### src/sv/eipl4_pkg.sv
package eipl4_pkg;

  // default width of the saturating byte counter
  localparam int COUNT_BITS_DEF = 16;

  // ethertypes
  localparam logic [15:0] ETYPE_IPV4 = 16'h0800;
  localparam logic [15:0] ETYPE_ARP  = 16'h0806;
  localparam logic [15:0] ETYPE_IPV6 = 16'h86dd;

  // ip protocol numbers
  localparam logic [7:0] PROTO_ICMP = 8'd1;
  localparam logic [7:0] PROTO_TCP  = 8'd6;
  localparam logic [7:0] PROTO_UDP  = 8'd17;

  // header sizes and offsets in bytes
  localparam int ETH_HDR_LEN   = 14;
  localparam int IPV4_MIN_END  = 34;
  localparam int IPV4_MIN_HLEN = 20;
  localparam int TCP_MIN_HLEN  = 20;
  localparam int UDP_HLEN      = 8;

  typedef enum logic [3:0] {
    CLS_SHORT      = 4'd0,
    CLS_V4TRUNC    = 4'd1,
    CLS_V4BADHDR   = 4'd2,
    CLS_TCP        = 4'd3,
    CLS_TCPTRUNC   = 4'd4,
    CLS_UDP        = 4'd5,
    CLS_UDPTRUNC   = 4'd6,
    CLS_ICMP       = 4'd7,
    CLS_OTHERPROTO = 4'd8,
    CLS_IPV6       = 4'd9,
    CLS_ARP        = 4'd10,
    CLS_OTHERTYPE  = 4'd11
  } class_t;

  typedef struct packed {
    logic [7:0] data_byte;
    logic       last_byte;
  } in_item_t;

  typedef struct packed {
    class_t      class_code;
    logic [47:0] dest_mac;
    logic [47:0] source_mac;
    logic [15:0] frame_type;
    logic [31:0] source_addr;
    logic [31:0] dest_addr;
    logic [7:0]  proto_num;
    logic [15:0] source_port;
    logic [15:0] dst_port;
    logic [15:0] payload_length;
    logic [5:0]  tcp_flag_set;
  } out_item_t;

  // header fields collected over one frame
  typedef struct packed {
    logic [47:0] dst_mac;
    logic [47:0] src_mac;
    logic [15:0] frame_type;
    logic [3:0]  ihl;
    logic [15:0] ip_len;
    logic [7:0]  proto;
    logic [31:0] src_ip;
    logic [31:0] dst_ip;
    logic [15:0] sport;
    logic [15:0] dport;
    logic [3:0]  tcp_off;
    logic [5:0]  flags;
    logic [15:0] udp_len;
  } hdr_t;

endpackage

### src/sv/eipl4_capture.sv
module eipl4_capture #(
  parameter int COUNT_BITS = eipl4_pkg::COUNT_BITS_DEF
) (
  input  logic                  clk,
  input  logic                  rst,
  input  logic                  take,
  input  eipl4_pkg::in_item_t   item,
  output eipl4_pkg::hdr_t       fields_next,
  output logic [COUNT_BITS-1:0] caplen
);
  import eipl4_pkg::*;

  localparam logic [COUNT_BITS-1:0] CountMax = '1;

  logic [COUNT_BITS-1:0] pos;
  hdr_t                  fields;
  logic [6:0]            l4_start;
  logic [COUNT_BITS-1:0] rel;
  logic [7:0]            b;

  // field capture at the current byte position
  always_comb begin
    b           = item.data_byte;
    fields_next = fields;
    l4_start    = 7'(ETH_HDR_LEN) + {1'b0, fields.ihl, 2'b00};
    rel         = pos - COUNT_BITS'(l4_start);

    if (pos < COUNT_BITS'(6)) begin
      fields_next.dst_mac = {fields.dst_mac[39:0], b};
    end else if (pos < COUNT_BITS'(12)) begin
      fields_next.src_mac = {fields.src_mac[39:0], b};
    end else if (pos < COUNT_BITS'(ETH_HDR_LEN)) begin
      fields_next.frame_type = {fields.frame_type[7:0], b};
    end else if (pos == COUNT_BITS'(14)) begin
      fields_next.ihl = b[3:0];
    end else if (pos == COUNT_BITS'(16) || pos == COUNT_BITS'(17)) begin
      fields_next.ip_len = {fields.ip_len[7:0], b};
    end else if (pos == COUNT_BITS'(23)) begin
      fields_next.proto = b;
    end else if (pos >= COUNT_BITS'(26) && pos < COUNT_BITS'(30)) begin
      fields_next.src_ip = {fields.src_ip[23:0], b};
    end else if (pos >= COUNT_BITS'(30) && pos < COUNT_BITS'(IPV4_MIN_END)) begin
      fields_next.dst_ip = {fields.dst_ip[23:0], b};
    end

    // transport header, placed by the ip header length
    if (pos >= COUNT_BITS'(IPV4_MIN_END) && pos >= COUNT_BITS'(l4_start)) begin
      if (rel < COUNT_BITS'(2)) begin
        fields_next.sport = {fields.sport[7:0], b};
      end else if (rel < COUNT_BITS'(4)) begin
        fields_next.dport = {fields.dport[7:0], b};
      end else if (rel < COUNT_BITS'(6)) begin
        fields_next.udp_len = {fields.udp_len[7:0], b};
      end else if (rel == COUNT_BITS'(12)) begin
        fields_next.tcp_off = b[7:4];
      end else if (rel == COUNT_BITS'(13)) begin
        fields_next.flags = b[5:0];
      end
    end

    // saturating count including this byte
    caplen = (pos == CountMax) ? pos : pos + COUNT_BITS'(1);
  end

  // frame state, cleared after the last byte
  always_ff @(posedge clk) begin
    if (rst) begin
      pos    <= '0;
      fields <= '0;
    end else if (take) begin
      if (item.last_byte) begin
        pos    <= '0;
        fields <= '0;
      end else begin
        pos    <= caplen;
        fields <= fields_next;
      end
    end
  end

  a_clear_on_last: assert property (@(posedge clk) disable iff (rst)
    take && item.last_byte |=> pos == '0 && fields == '0)
    else $error("frame state not cleared after last byte");

  a_count_step: assert property (@(posedge clk) disable iff (rst)
    take && !item.last_byte && pos != CountMax |=> pos == $past(pos) + COUNT_BITS'(1))
    else $error("byte counter did not advance");

  a_hold_idle: assert property (@(posedge clk) disable iff (rst)
    !take |=> $stable(pos) && $stable(fields))
    else $error("frame state changed without a byte");

endmodule

### src/sv/eipl4_classify.sv
module eipl4_classify #(
  parameter int COUNT_BITS = eipl4_pkg::COUNT_BITS_DEF
) (
  input  logic                  clk,
  input  logic                  rst,
  input  logic                  stage_valid,
  input  logic                  stage_last,
  input  eipl4_pkg::hdr_t       fields,
  input  logic [COUNT_BITS-1:0] caplen,
  input  logic                  result_stall,
  output logic                  advance,
  output logic                  result_valid,
  output eipl4_pkg::out_item_t  result_item
);
  import eipl4_pkg::*;

  out_item_t  res;
  logic [5:0] hlen;
  logic [6:0] l4_start;
  logic [6:0] tcp_end;
  logic [6:0] udp_end;
  logic [6:0] tcp_hdrs;
  logic [16:0] tcp_diff;
  logic [16:0] ip_diff;
  logic [16:0] udp_diff;

  assign advance = !result_valid || !result_stall;

  // classify the finished frame
  always_comb begin
    res      = '0;
    hlen     = {fields.ihl, 2'b00};
    l4_start = 7'(ETH_HDR_LEN) + {1'b0, hlen};
    tcp_end  = l4_start + 7'(TCP_MIN_HLEN);
    udp_end  = l4_start + 7'(UDP_HLEN);
    tcp_hdrs = {1'b0, hlen} + {1'b0, fields.tcp_off, 2'b00};
    tcp_diff = {1'b0, fields.ip_len} - {10'd0, tcp_hdrs};
    ip_diff  = {1'b0, fields.ip_len} - {11'd0, hlen};
    udp_diff = {1'b0, fields.udp_len} - 17'(UDP_HLEN);

    res.class_code = CLS_SHORT;
    if (caplen >= COUNT_BITS'(ETH_HDR_LEN)) begin
      res.dest_mac   = fields.dst_mac;
      res.source_mac = fields.src_mac;
      res.frame_type = fields.frame_type;
      if (fields.frame_type == ETYPE_IPV4) begin
        if (caplen < COUNT_BITS'(IPV4_MIN_END)) begin
          res.class_code = CLS_V4TRUNC;
        end else begin
          res.source_addr = fields.src_ip;
          res.dest_addr   = fields.dst_ip;
          res.proto_num   = fields.proto;
          if (hlen < 6'(IPV4_MIN_HLEN) || caplen < COUNT_BITS'(l4_start)) begin
            res.class_code = CLS_V4BADHDR;
          end else if (fields.proto == PROTO_TCP) begin
            if (caplen < COUNT_BITS'(tcp_end)) begin
              res.class_code = CLS_TCPTRUNC;
            end else begin
              res.class_code     = CLS_TCP;
              res.source_port    = fields.sport;
              res.dst_port       = fields.dport;
              res.payload_length = tcp_diff[16] ? 16'd0 : tcp_diff[15:0];
              res.tcp_flag_set   = fields.flags;
            end
          end else if (fields.proto == PROTO_UDP) begin
            if (caplen < COUNT_BITS'(udp_end)) begin
              res.class_code = CLS_UDPTRUNC;
            end else begin
              res.class_code     = CLS_UDP;
              res.source_port    = fields.sport;
              res.dst_port       = fields.dport;
              res.payload_length = udp_diff[16] ? 16'd0 : udp_diff[15:0];
            end
          end else begin
            res.class_code     = (fields.proto == PROTO_ICMP) ? CLS_ICMP : CLS_OTHERPROTO;
            res.payload_length = ip_diff[16] ? 16'd0 : ip_diff[15:0];
          end
        end
      end else if (fields.frame_type == ETYPE_IPV6) begin
        res.class_code = CLS_IPV6;
      end else if (fields.frame_type == ETYPE_ARP) begin
        res.class_code = CLS_ARP;
      end else begin
        res.class_code = CLS_OTHERTYPE;
      end
    end
  end

  // result register
  always_ff @(posedge clk) begin
    if (rst) begin
      result_valid <= 1'b0;
    end else if (advance) begin
      result_valid <= stage_valid && stage_last;
    end
  end

  always_ff @(posedge clk) begin
    if (advance) begin
      result_item <= res;
    end
  end

  a_result_from_last: assert property (@(posedge clk) disable iff (rst)
    advance |=> result_valid == $past(stage_valid && stage_last))
    else $error("result valid does not follow a last byte");

  a_flags_tcp_only: assert property (@(posedge clk) disable iff (rst)
    result_valid && result_item.class_code != CLS_TCP |-> result_item.tcp_flag_set == '0)
    else $error("tcp flags reported on a non-tcp frame");

  a_short_empty: assert property (@(posedge clk) disable iff (rst)
    result_valid && result_item.class_code == CLS_SHORT
      |-> result_item.dest_mac == '0 && result_item.frame_type == '0
          && result_item.payload_length == '0)
    else $error("short frame carries header fields");

endmodule

### src/sv/eth_ipv4_l4_header_parser.sv
// Ethernet/IPv4/TCP/UDP header parser. Frame bytes enter on the byte channel
// one per transaction, in wire order, with last_byte set on the final
// captured byte; one result transaction follows each last byte and carries
// the class code, the MACs, ethertype, IPv4 addresses and protocol, the L4
// ports and flags and the payload length, with fields not reached given as
// zero. The block takes one byte every cycle while the result register is not
// held; a byte goes through the input register, then header capture and
// classification in one pass, into the result register. A held result stalls
// the byte channel in the same cycle. Frames longer than 2**COUNT_BITS - 1
// bytes are counted as that length.
module eth_ipv4_l4_header_parser #(
  parameter int COUNT_BITS = eipl4_pkg::COUNT_BITS_DEF
) (
  input  logic                 clk,
  input  logic                 rst,
  input  logic                 byte_valid,
  output logic                 byte_stall,
  input  eipl4_pkg::in_item_t  byte_item,
  output logic                 result_valid,
  input  logic                 result_stall,
  output eipl4_pkg::out_item_t result_item
);
  import eipl4_pkg::*;

  logic                  advance;
  logic                  stage_valid;
  in_item_t              stage_item;
  logic                  take;
  hdr_t                  fields_next;
  logic [COUNT_BITS-1:0] caplen;

  assign byte_stall = !advance;
  assign take       = advance && stage_valid;

  // input register
  always_ff @(posedge clk) begin
    if (rst) begin
      stage_valid <= 1'b0;
    end else if (advance) begin
      stage_valid <= byte_valid;
    end
  end

  always_ff @(posedge clk) begin
    if (advance) begin
      stage_item <= byte_item;
    end
  end

  eipl4_capture #(
    .COUNT_BITS (COUNT_BITS)
  ) u_capture (
    .clk         (clk),
    .rst         (rst),
    .take        (take),
    .item        (stage_item),
    .fields_next (fields_next),
    .caplen      (caplen)
  );

  eipl4_classify #(
    .COUNT_BITS (COUNT_BITS)
  ) u_classify (
    .clk          (clk),
    .rst          (rst),
    .stage_valid  (stage_valid),
    .stage_last   (stage_item.last_byte),
    .fields       (fields_next),
    .caplen       (caplen),
    .result_stall (result_stall),
    .advance      (advance),
    .result_valid (result_valid),
    .result_item  (result_item)
  );

endmodule
### config.mk
export PLATFORM = sky130hd
export DESIGN_NAME = eth_ipv4_l4_header_parser
export DESIGN_NICKNAME = d
export VERILOG_FILES = /design/src/sv/eipl4_pkg.sv /design/src/sv/eipl4_capture.sv /design/src/sv/eipl4_classify.sv /design/src/sv/eth_ipv4_l4_header_parser.sv
export SDC_FILE = /design/constraint.sdc
export NUM_CORES = 1
export LEC_CHECK = 0
export BUFFER_PORTS_ARGS = -buffer_cell sky130_fd_sc_hd__buf_2
export CAP_MARGIN = 20
export CORE_MARGIN = 4
export CORE_UTILIZATION = 55
export CTS_CLUSTER_DIAMETER = 60
export DETAILED_ROUTE_END_ITERATION = 10
export PLACE_DENSITY = 0.87
export REMOVE_ABC_BUFFERS = 1
export SLEW_MARGIN = 20
export SYNTH_ARGS = -nofsm -noshare
export SYNTH_HDL_FRONTEND = slang
export SYNTH_SLANG_ARGS = --single-unit
### constraint.sdc
create_clock -name clk -period 10.5 [get_ports clk]
set_input_delay 1.575 -clock clk [delete_from_list [all_inputs] [get_ports clk]]
set_output_delay 1.575 -clock clk [all_outputs]
set_load 0.05 [all_outputs]
==> results of run 1 <==
-- stage by stage --
| step | instances | worst slack [ns] |
|---|---|---|
| after floorplan | 2532 | -2.631 |
| final | 3518 | 4.339 |
| after global routing | 3518 | 3.825 |
| after detailed placement | 3416 | 4.399 |
| after global placement | 3414 | 4.475 |
| after CTS | 3518 | 4.381 |
-- state kept, by name (all words and copies together) (netlist names) --
name and count:
stage_item 9, stage_valid 1, u_capture.pos 16, u_capture.fields 262
u_classify.result_valid 1, u_classify.result_item 242
-- final cells by class --
type | instances | area [µm²]
inverters | 32 | 120.1
fillers | 3471 | 16290
flip-flops and latches | 531 | 13140
clock buffers | 65 | 1434
repair buffers | 292 | 1604
clock inverters | 37 | 334.1
multi-input cells | 1969 | 10750
well taps | 592 | 740.7
-- logic make-up after synthesis --
kind of cell / Yosys count / synth area share
multiplexers: 54 / 0.02222
AND/OR/NAND/NOR: 1118 / 0.1911
adder cells (fa/ha/maj): 45 / 0.02454
buffers and inverters: 245 / 0.03923
AO/OA/AOI/OAI: 708 / 0.1770
XOR/XNOR: 44 / 0.01555
flip-flops: 531 / 0.5304
-- worst max-delay path: cells and delay by family, from the launching register on --
| kind | cells | cell delay [ns] |
|---|---|---|
| mux | 1 | 0.36 |
| flops | 1 | 0.42 |
| compound gates | 3 | 0.84 |
| fa+ha+maj | 2 | 0.65 |
| simple gates | 8 | 3.70 |
-- cells in the final DEF (no fill, tap or decap), types with 9 or more instances in the layout --
cell type and count:
a21o_1 9, a21oi_1 378, a22oi_1 189, a31oi_1 9, a32oi_1 12, and2_1 9
and3_1 16, buf_2 255, buf_4 33, clkbuf_16 55, clkinv_2 14, dfxtp_1 280
edfxtp_1 251, ha_1 39, inv_1 31, mux2i_1 51, nand2_1 540, nand2b_1 12
nand3_1 33, nand4_1 11, nor2_1 374, nor2b_1 15, nor3_1 26, nor4_1 15
o21ai_0 20, o21ai_1 11, o22ai_1 9, or3_1 10, xnor2_1 24, xor2_1 20
-- metal layers --
layer	GRT usage	up-vias
li1	-	9957
met1	0.3869	10390
met2	0.4484	1146
met3	0.04408	190
met4	0.1030	0
met5	0	-
-- power groups by stage --
stage	Sequential (mW)	Combinational, mW	Clock, mW
2_1_floorplan	2.33	0.0395	0
3_3_place_gp	2.24	0.220	0
3_5_place_dp	2.24	0.224	0
4_1_cts	2.19	0.224	1.93
5_1_grt	2.19	0.235	2.02
6_report	2.19	0.227	1.91
-- synthesized netlist by cell type, drive strengths merged (16+ instances only) --
library cell  count
nor2b            16
ha               39
nor3             27
and3             17
a22oi           189
mux2i            52
nand3            35
dfxtp           280
inv              31
o21ai            34
nand2           543
edfxtp          251
xor2             20
xnor2            24
nor2            382
buf              57
clkbuf          156
a21oi           378
nor4             17
-- worst paths after layout --
path / slack, ns / to / cells past startpoint / startpoint
hold / removal: 0.49 / u_capture.fields[117]$_SDFFE_PP0P_ / 2 / u_capture.fields[117]$_SDFFE_PP0P_
setup reg to reg: 4.34 / u_classify.result_item[18]$_SDFFCE_PP0N_ / 14 / u_capture.pos[10]$_SDFFE_PP0P_
hold reg to reg: 0.49 / u_capture.fields[117]$_SDFFE_PP0P_ / 2 / u_capture.fields[117]$_SDFFE_PP0P_
setup / recovery: 4.34 / u_classify.result_item[18]$_SDFFCE_PP0N_ / 14 / u_capture.pos[10]$_SDFFE_PP0P_
==> results.sh, run 1 <==
export IMPL_outcome="finished, final reports clean"
export IMPL_initial_utilization=0.5579
export IMPL_ios=257
export IMPL_internal_power_mw=3.277
export IMPL_mappedNetlistArea_um2=24780
export IMPL_power_density_nw_per_um2=154.0
export IMPL_cts_setup_buffers=0
export IMPL_totalWireLength_um=71260
export IMPL_cts_buffers=54
export IMPL_drc=0
export IMPL_worstSetupPathType="register to register"
export IMPL_swShare=0.2436
export IMPL_timing_final_max_slew_violations=0
export IMPL_clockBufferDepth=3
export IMPL_period_share=0.5868
export IMPL_via_per_inst=6.164
export IMPL_worstPathArrival_ns=6.58
export IMPL_switchingPower_mw=1.055
export IMPL_max_cap_violations=0
export IMPL_ys_flop_type="dfxtp_1"
export IMPL_whs_ns=0.4913
export IMPL_die_h_um=220.3
export IMPL_hold_viol_final=0
export IMPL_fin_crit_ns=6.161
export IMPL_drt_pass1_iterations=10
export IMPL_vias=21690
export IMPL_ctsResizeCount=0
export IMPL_syn_avg_cell_area_um2=9.027
export IMPL_peakVddDrop_mv=0.1606
export IMPL_htree_levels=2
export IMPL_portBuffers=256
export IMPL_drtAntennaViolNets=0
export IMPL_critical_path_max_stage_delay_ns=0.68
export IMPL_first_iter_violations=2980
export IMPL_dpl_cell_area_um2=26340
export IMPL_synth_cells=2745
export IMPL_nets=2938
export IMPL_setup_tns_ns=0
export IMPL_ys_async_sr_fraction=0
export IMPL_slew_headroom=0.1934
export IMPL_design_area_um2=28120
export IMPL_cts_tree="yes"
export IMPL_crit_chain="or4_4 -> nor4b_4 -> nand3_2 -> mux2i_1 -> ha_1 -> or3_1 -> ha_1 -> nand2_1 -> or4b_1 -> a31oi_1 -> nand2_1 -> nor3_1 -> o21ai_0 -> o211ai_1"
export IMPL_hpwl_um=45280
export IMPL_cts_root_buf="clkbuf_16"
export IMPL_comb_power_share=0.052
export IMPL_core_um2=44410
export IMPL_num_rows=77
export IMPL_ys_ff_latch=531
export IMPL_yosys_top_cells_area="edfxtp_1, dfxtp_1, nand2_1"
export IMPL_grt_pass1_vias=19800
export IMPL_ys_seq_area_frac=0.5304
export IMPL_skew_ns=0.04948
export IMPL_hold_path_class="register to register"
export IMPL_holdBufCountCts=0
export IMPL_place_gp_congestion=0.9234
export IMPL_die_w_um=220.3
export IMPL_grt_max_degree=142
export IMPL_n_antenna_cell=0
export IMPL_p_leak_nw=10.70
export IMPL_yosys_warnings=0
export IMPL_tightest_slew_ns=1.207
export IMPL_clock_sinks=531
export IMPL_rsz0062_at_grt="false"
export IMPL_met3_wirelength_um=5882
export IMPL_antenna_found_initial=0
export IMPL_synth_edf_count=251
export IMPL_startpoint_type="register"
export IMPL_finalPower_mw=4.332
export IMPL_met2_length_um=33640
export IMPL_top_layer="met4"
export IMPL_gr_total_overflow=0
export IMPL_wire_per_inst_um=20.25
export IMPL_drive_gt1_frac=0.1439
export IMPL_grt_use_total=0.2797
export IMPL_clkLatencyLatePin_ns=0.63
export IMPL_cpMaxStageDelayCell="nor4b_4"
export IMPL_end_kind="register"
export IMPL_worst_ep_required_time_ns=10.92
export IMPL_synth_top_area_cell="edfxtp_1"
export IMPL_seqPwrFrac=0.506
export IMPL_crit_fanout=13
export IMPL_final_util=0.6332
export IMPL_fmax_ghz=0.1623
export IMPL_finalSetupViolCount=0
export IMPL_areaGrowthSynthToFinish_pct=13.50
export IMPL_synth_top_area_share=0.3042
export IMPL_yosysUniqueCellTypes=92
export IMPL_pwr_share_clk=0.442
export IMPL_wl_met1_um=29110
export IMPL_path_clk_slew_ns=0.06
export IMPL_grt_pass1_wl_um=109300
export IMPL_dieArea_um2=48510
Power figures use the tool's default switching activity.
==> run 2: changes to the inputs <==
clock period = 5.9 ns   (was 10.5 ns; I/O delays follow)
==> results.sh, run 2 (synthesis gave the netlist of run 1 again) <==
export IMPL_totalWireLength_um=71950
export IMPL_r2r_end="u_classify.result_item[16]$_SDFFCE_PP0N_"
export IMPL_core_um2=44410
export IMPL_final_util=0.6394
export IMPL_seqPwrFrac=0.507
export IMPL_clock_sinks=531
export IMPL_crit_path_end="u_classify.result_item[16]$_SDFFCE_PP0N_"
export IMPL_swShare=0.2405
export IMPL_slew_headroom=0.2538
export IMPL_wire_per_inst_um=20.27
export IMPL_p_leak_nw=10.84
export IMPL_portBuffers=256
export IMPL_worstSetupPathType="register to register"
export IMPL_first_iter_violations=3378
export IMPL_hpwl_um=46280
export IMPL_finalSetupViolCount=0
export IMPL_crit_fanout=7
export IMPL_multi_input_area_um2=10760
export IMPL_period_share=0.9554
export IMPL_grt_pass1_vias=20130
export IMPL_power_density_nw_per_um2=271.8
export IMPL_path_clk_slew_ns=0.06
export IMPL_grt_max_degree=148
export IMPL_clockBufferDepth=3
export IMPL_num_rows=77
export IMPL_layout_common_cells="nand2_1, a21oi_1, nor2_1, dfxtp_1, buf_2"
export IMPL_clkLatencyLatePin_ns=0.62
export IMPL_n_antenna_cell=0
export IMPL_r2r_cells=21
export IMPL_pwr_share_clk=0.441
export IMPL_min_from="byte_item[0]"
export IMPL_tightest_slew_ns=1.117
export IMPL_reg2reg_slack_ns=0.26
export IMPL_holdBufCountCts=0
export IMPL_die_w_um=220.3
export IMPL_peakVddDrop_mv=0.2570
export IMPL_drt_pass1_iterations=7
export IMPL_worst_ep_required_time_ns=6.27
export IMPL_reg_largest_list="u_capture.fields (262), u_classify.result_item (242), u_capture.pos (16)"
export IMPL_die_h_um=220.3
export IMPL_gr_total_overflow=0
export IMPL_comb_power_share=0.052
export IMPL_place_gp_congestion=0.9367
export IMPL_ios=257
export IMPL_top_register="u_capture.fields"
export IMPL_via_per_inst=6.159
export IMPL_fin_crit_ns=5.637
export IMPL_dpl_cell_area_um2=26600
export IMPL_timing_final_max_slew_violations=0
export IMPL_drive_gt1_frac=0.1495
export IMPL_grt_pass1_wl_um=110500
export IMPL_dieArea_um2=48510
export IMPL_nets=2968
export IMPL_fmax_ghz=0.1774
export IMPL_internal_power_mw=5.861
export IMPL_grt_use_total=0.2832
export IMPL_antenna_found_initial=0
export IMPL_hold_viol_final=0
export IMPL_max_cap_violations=0
export IMPL_ff_latch_area_um2=13140
export IMPL_mostFrequentLayoutCell="nand2_1"
export IMPL_outcome="finished, final reports clean"
export IMPL_whs_ns=0.4406
export IMPL_startpoint_type="register"
export IMPL_largest_register_ffs=262
export IMPL_htree_levels=2
export IMPL_drc=0
export IMPL_hold_path_class="input port to register"
export IMPL_drtAntennaViolNets=0
export IMPL_cts_tree="yes"
export IMPL_worstReg2RegStart="u_capture.fields[148]$_SDFFE_PP0P_"
export IMPL_worstPathArrival_ns=6.00
export IMPL_cts_root_buf="clkbuf_16"
export IMPL_fillCellCount=3483
export IMPL_cts_buffers=55
export IMPL_switchingPower_mw=1.856
export IMPL_design_area_um2=28400
export IMPL_vias=21860
export IMPL_skew_ns=0.02352
export IMPL_areaGrowthSynthToFinish_pct=14.59
export IMPL_end_kind="register"
export IMPL_initial_utilization=0.5579
export IMPL_critPathLaunch="u_capture.fields[148]$_SDFFE_PP0P_"
export IMPL_finalPower_mw=7.717
export IMPL_rsz0062_at_grt="false"
-- run 2: cell types whose count changed in the layout (fill, tap and decap cells not counted), moves of 2 or more --
cell | before | now
clkinv_1 | 8 | 6
nor2_2 | 5 | 7
buf_12 | 0 | 3
buf_4 | 33 | 57
clkbuf_1 | 8 | 21
clkinv_4 | 4 | 1
buf_8 | 0 | 2
clkinv_2 | 14 | 6
-- run 2: power by group through the flow --
| stage | sequential [mW] | combinational, mW | clock, mW |
|---|---|---|---|
| floorplan | 4.15 | 0.0702 | 0 |
| global placement | 3.99 | 0.387 | 0 |
| detailed placement | 3.99 | 0.396 | 0 |
| CTS | 3.91 | 0.397 | 3.42 |
| global route | 3.91 | 0.415 | 3.59 |
| finish | 3.91 | 0.401 | 3.41 |
-- run 2: area by class of cell --
cell class              count  share of cell area
flip-flops and latches    531              0.4628
multi-input cells        1969              0.3788
repair buffers            321             0.06601
clock buffers              79             0.05270
well taps                 592             0.02609
clock inverters            25            0.009297
inverters                  32            0.004230
-- run 2: worst min-delay path by stage --
stage | to | slack, ns | cells past startpoint
CTS | stage_item[8]$_DFFE_PN_ | 0.42 | 1
global placement | u_capture.fields[57]$_SDFFE_PP0P_ | 0.46 | 2
global route | stage_item[8]$_DFFE_PN_ | 0.43 | 1
finish | stage_item[0]$_DFFE_PN_ | 0.44 | 1
detailed placement | u_capture.fields[85]$_SDFFE_PP0P_ | 0.48 | 2
floorplan | u_capture.fields[57]$_SDFFE_PP0P_ | 0.45 | 2
-- run 2: timing repair --
item,in CTS,in global routing
resized for setup,0,4
endpoints found under the setup margin,0,14
setup buffers,0,2
-- run 2: metrics by stage --
stage | TNS (ns) | cells | setup WS, ns
final | 0 | 3549 | 0.2630
after global routing | 0 | 3549 | 0.009956
after CTS | 0 | 3547 | 0.1353
after detailed placement | 0 | 3443 | 0.1585
after global placement | 0 | 3438 | 0.2493
after floorplan | -1605.86 | 2532 | -6.541
-- run 2: per-layer routing --
layer | vias up | global-route usage | share of wire
li1 | 10030 | - | -
met1 | 10460 | 0.3872 | 0.41
met2 | 1176 | 0.4637 | 0.47
met3 | 193 | 0.04449 | 0.085
met4 | 0 | 0.09588 | 0.034
met5 | - | 0 | 0
-- run 2: worst max-delay path: stages, from the launching register on --
cell and delay [ns]:
dfxtp_1 0.45, o21ai_0 0.16, xor2_1 0.17, ha_1 0.37
a21o_1 0.23, a21o_1 0.23, o31a_1 0.29, a211o_1 0.28
nor4_4 0.28, nand4_1 0.17, buf_4 0.20, mux2i_1 0.24
fa_1 0.49, ha_1 0.33, o21ai_0 0.20, nand2b_1 0.13
a21o_1 0.22, a2111oi_1 0.41, buf_4 0.19, xnor2_1 0.06
a22oi_1 0.18, a21oi_1 0.09
